`src/hdl/sticky_session_load_balancer_defines.svh`:
```
// assertion macros for the sticky session load balancer
// no dependencies
`ifndef STICKY_SESSION_LOAD_BALANCER_DEFINES_SVH
`define STICKY_SESSION_LOAD_BALANCER_DEFINES_SVH
// implication checked on every edge outside reset
`define SSLB_ASSERT_IMP(label, clk, rst, pre, post) \
   label: assert property (@(posedge clk) disable iff (rst) (pre) |-> (post)) \
      else $error("assertion failed");
// next-cycle implication checked outside reset
`define SSLB_ASSERT_NEXT(label, clk, rst, pre, post) \
   label: assert property (@(posedge clk) disable iff (rst) (pre) |=> (post)) \
      else $error("assertion failed");
`endif

```
`src/hdl/sslb_ram.sv`:
```
// generic single-port-write ram with registered read
// no dependencies
module sslb_ram #(
   parameter int WIDTH = 8,
   parameter int DEPTH = 16
) (
   input  logic                     clock,
   input  logic                     wr_en,
   input  logic [$clog2(DEPTH)-1:0] wr_addr,
   input  logic [WIDTH-1:0]         wr_data,
   input  logic [$clog2(DEPTH)-1:0] rd_addr,
   output logic [WIDTH-1:0]         rd_data
);
   logic [WIDTH-1:0] mem_ff [DEPTH];

   // write port and registered read
   always_ff @(posedge clock) begin
      if (wr_en) mem_ff[wr_addr] <= wr_data;
      rd_data <= mem_ff[rd_addr];
   end
endmodule

```
`config.mk`:
```
export PLATFORM = sky130hd
export DESIGN_NAME = sslb_ram
export DESIGN_NICKNAME = d
export VERILOG_FILES = /design/src/hdl/sticky_session_load_balancer_defines.svh /design/src/hdl/sslb_ram.sv
export SDC_FILE = /design/constraint.sdc
export NUM_CORES = 1
export LEC_CHECK = 0
export ABC_AREA = 1
export BUFFER_PORTS_ARGS = -buffer_cell sky130_fd_sc_hd__buf_2
export CAP_MARGIN = 20
export CORE_UTILIZATION = 60
export DETAILED_ROUTE_END_ITERATION = 16
export PLACE_DENSITY = 0.88
export SKIP_CTS_REPAIR_TIMING = 1
export SLEW_MARGIN = 10
export SYNTH_ARGS = -nofsm -noshare
export SYNTH_HDL_FRONTEND = slang
export SYNTH_SLANG_ARGS = --single-unit
export TNS_END_PERCENT = 30
```
`constraint.sdc`:
```
create_clock -name clock -period 2 [get_ports clock]
set_input_delay 0.2 -clock clock [delete_from_list [all_inputs] [get_ports clock]]
set_output_delay 0.2 -clock clock [all_outputs]
set_load 0.02 [all_outputs]
```
# After elaboration in Yosys (flattened, before gate mapping)

Memories as Yosys holds them, arrays and structs flattened. A register that Yosys moved wholly into a read port is not among the register bits.
Cells that the tools add are included.

Mux-type cells: 2

Operators with widths:

| kind   | number |
|---|---|
| $mux 1 | 2 |

Memories: 1
Flip-flop bits (word level): 0
Output and inout bits: 8
RAM bits: 128
Input port bits: 18

Memories:

| memory | depth | width | rd ports | clocked after memory_dff | write ports | RTL line       | RTL |
|---|---|---|---|---|---|---|---|
| mem_ff | 16    | 8     | 1        | 1                        | 1           | sslb_ram.sv:14 | `logic [WIDTH-1:0] mem_ff [DEPTH];` |

# Depth between registers and ports, before layout

Depth in word-level cells: 2
Mapped depth: 8
Depth with buffers taken out: 7

# Worst setup path before layout

OpenSTA, ideal clock, no wires.

Kind: input -> register
From: in wr_addr[2]
To: mem mem_ff[10][0] (enable)
Path buffers: 0
Slack: 0.849 ns
Stages: 2
Required time: 1.630 ns
Data arrival time: 0.781 ns
Cell sequence: nand3b_1 -> nor2_1

RTL lines:

| element         | RTL line       | RTL |
|---|---|---|
| start, declared | sslb_ram.sv:9  | `input logic [$clog2(DEPTH)-1:0] wr_addr,` |
| end, declared   | sslb_ram.sv:14 |  |

Straight into the memory's write port.

# Worst setup path after layout

From: reg rd_data[3] (read register of mem_ff)
To: out rd_data[3]

RTL lines:

| element         | RTL line       | RTL |
|---|---|---|
| start, declared | sslb_ram.sv:12 | `output logic [WIDTH-1:0] rd_data` |

No word-level cell between the ends.

==> qor.yml <==
run_status:
  status: "finished, final reports clean"
global_route:
  grt_antenna_before_repair: 0
  grt_max_degree: 41
  first_global_vias: 4044
  overflow: 0
  grt_pass1_wl_mm: 21.6
  grt_use_total_pct: 30.2
cells_and_area:
  final_cell_mix: "nand2_1 (173), edfxtp_1 (128), inv_1 (100), nand3_1 (97), buf_2 (25)"
  syn2layout_area_growth_pct: 14.3
  design_area_mm2: 0.00659
  nets: 603
  final_cells: 727
  layout_commonest_cell: "nand2_1"
  n_antenna_cell: 0
  drive_gt1_share_pct: 11.7
floorplanning:
  io_pins: 26
  initial_core_util_pct: 62.1
  die_w_um: 100
  die-height_um: 100
  num_rows: 35
  core_area_mm2: 0.00928
  fp.dieArea_mm2: 0.0100
pwr:
  seq_power_share_pct: 48.1
  p_int_uw: 5190
  power.switching_uw: 1490
  ir_drop_mv: 0.743
  power_density_mw_per_mm2: 1010
  p_comb_share_pct: 6.3
  netSwitchingFraction_pct: 22.3
  p_leak_uw: 0.00286
  pwr-share-clk_pct: 45.7
yosys:
  synthesis.nets: 569
  syn_inst: 551
  avgSynthCellArea_um2: 10.5
  ys_warn_count: 0
  synth.area.top_cells: "edfxtp_1 (67%), nand2_1 (11%), nand3_1 (8.4%)"
  ys_types: 12
  syn-cell-area_mm2: 0.00577
  synth_top_area_share_pct: 66.7
  yosysTopAreaCell: "edfxtp_1"
  seq_area_frac_synth_pct: 69.4
  ys_ff_latch: 136
setup_path:
  path_class: "flip-flop to output pin"
  cp.required_ns: 1.80
  crit_buf_inv: 1
  startpoint_type: "flip-flop"
  cpMaxStageDelayCell: "dfxtp_1"
  crit_chain: "buf_2"
  max_stage_delay_ns: 0.36
  crit_arrival_ns: 1.07
  end_kind: "output pin"
  cpLargestDelayFamily: "flip-flops"
  path_max_fanout: 1
routing:
  drt-initial-drc-count: 633
  vias: 4089
  via_per_inst: 5.62
  ant_nets: 0
  drc: 0
  drt_pre_antenna_iters: 5
  wirelength_mm: 13.7
  wl_per_cell_um: 18.9
clocking:
  cts.sinks: 136
  numCtsBuffers: 17
  cts_buffer_depth: 2
  cts-root-buf: "clkbuf_8"
  htreeDepth: 4
  insertion_delay_ns: 0.53
  cts_tree: "done"
  cts.reportedPaths.clkPinSlew_ns: 0.06
place:
  hpwl_mm: 7.79
  gp_congestion: 0.839
  io_buffers: 25
  post-place-cells: 695
  place_ws_ns: 0.516
  place_area_mm2: 0.00602
timing:
  setup_violations: 0
  fin_crit_sh_pct: 63.5
  slew_headroom_pct: 47.7
  hold_viol_final: 0
  slew_viol_final: 0
  skew_ns: 0.00913
  rsz0062_at_grt: "false"
  max_freq_mhz: 787
  layout_setup_ws_ns: 0.730
  tns_ns: 0
  tightest_slew_ns: 0.781
  period_needed_ns: 1.27
min_path:
  min_path_type: "primary input to flip-flop"
run:
  maxCapViolCount: 0
-- cell type report --
cell class | instances | area [um2]
Sequential cell | 136 | 4000
Fill cell | 609 | 2690
Multi-Input combinational cell | 289 | 1210
Clock buffer | 19 | 422
Inverter | 102 | 383
Timing Repair Buffer | 39 | 255
Tap cell | 129 | 161
Clock inverter | 13 | 155
-- cells in the mapped netlist --
cell / n
edfxtp_1: 128
dfxtp_1: 8
nand3_1: 97
buf_1: 1
inv_1: 100
nand2_1: 173
inv_2: 2
buf_2: 13
nor2_1: 17
nand3b_1: 2
buf_6: 6
buf_4: 4
-- stage by stage --
step           total power, uW  util [%]  hold slack, ns
2_1_floorplan             3510         -           0.299
3_3_place_gp              3640      64.8           0.566
3_5_place_dp              3660      64.8           0.571
4_1_cts                   6670      71.0          0.0165
5_1_grt                   6830      71.0          0.0464
6_report                  6670      71.0          0.0379
-- flip-flops by register name (all words and copies together) (netlist names) --
register	flops
mem_ff	128
rd_data	8
-- worst paths after layout --
check | start | endpoint | slack, ns | cells after the start
setup / recovery | rd_data[3] | rd_data[3] | 0.73 | 1
setup reg to reg | mem_ff[10][2] | rd_data[2] | 0.83 | 6
hold reg to reg | mem_ff[5][3] | rd_data[3] | 0.72 | 6
hold / removal | rd_addr[3] | rd_data[7] | 0.04 | 3
-- logic make-up (layout without fill, tap and decap cells) --
group | count (synthesis) | in the layout | share of synthesized area [%]
and+or+nand+nor | 289 | 289 | 21.0
DFF | 136 | 136 | 69.4
buffers and inverters | 126 | 173 | 9.52
-- power by group through the flow --
stage                     logic [uW]  clock network [uW]  registers (uW)
final                            420                3050            3210
after global routing             453                3170            3210
after CTS                        412                3050            3210
after detailed placement         398                   0            3260
after global placement           380                   0            3260
after floorplan                  225                   0            3280
-- routing by layer --
metal	routed length, um	track usage, %
met1	5040	39.2
met2	6590	47.0
met3	1530	7.17
met4	566	17.4
met5	0	0
(Power assumes the default switching activity.)
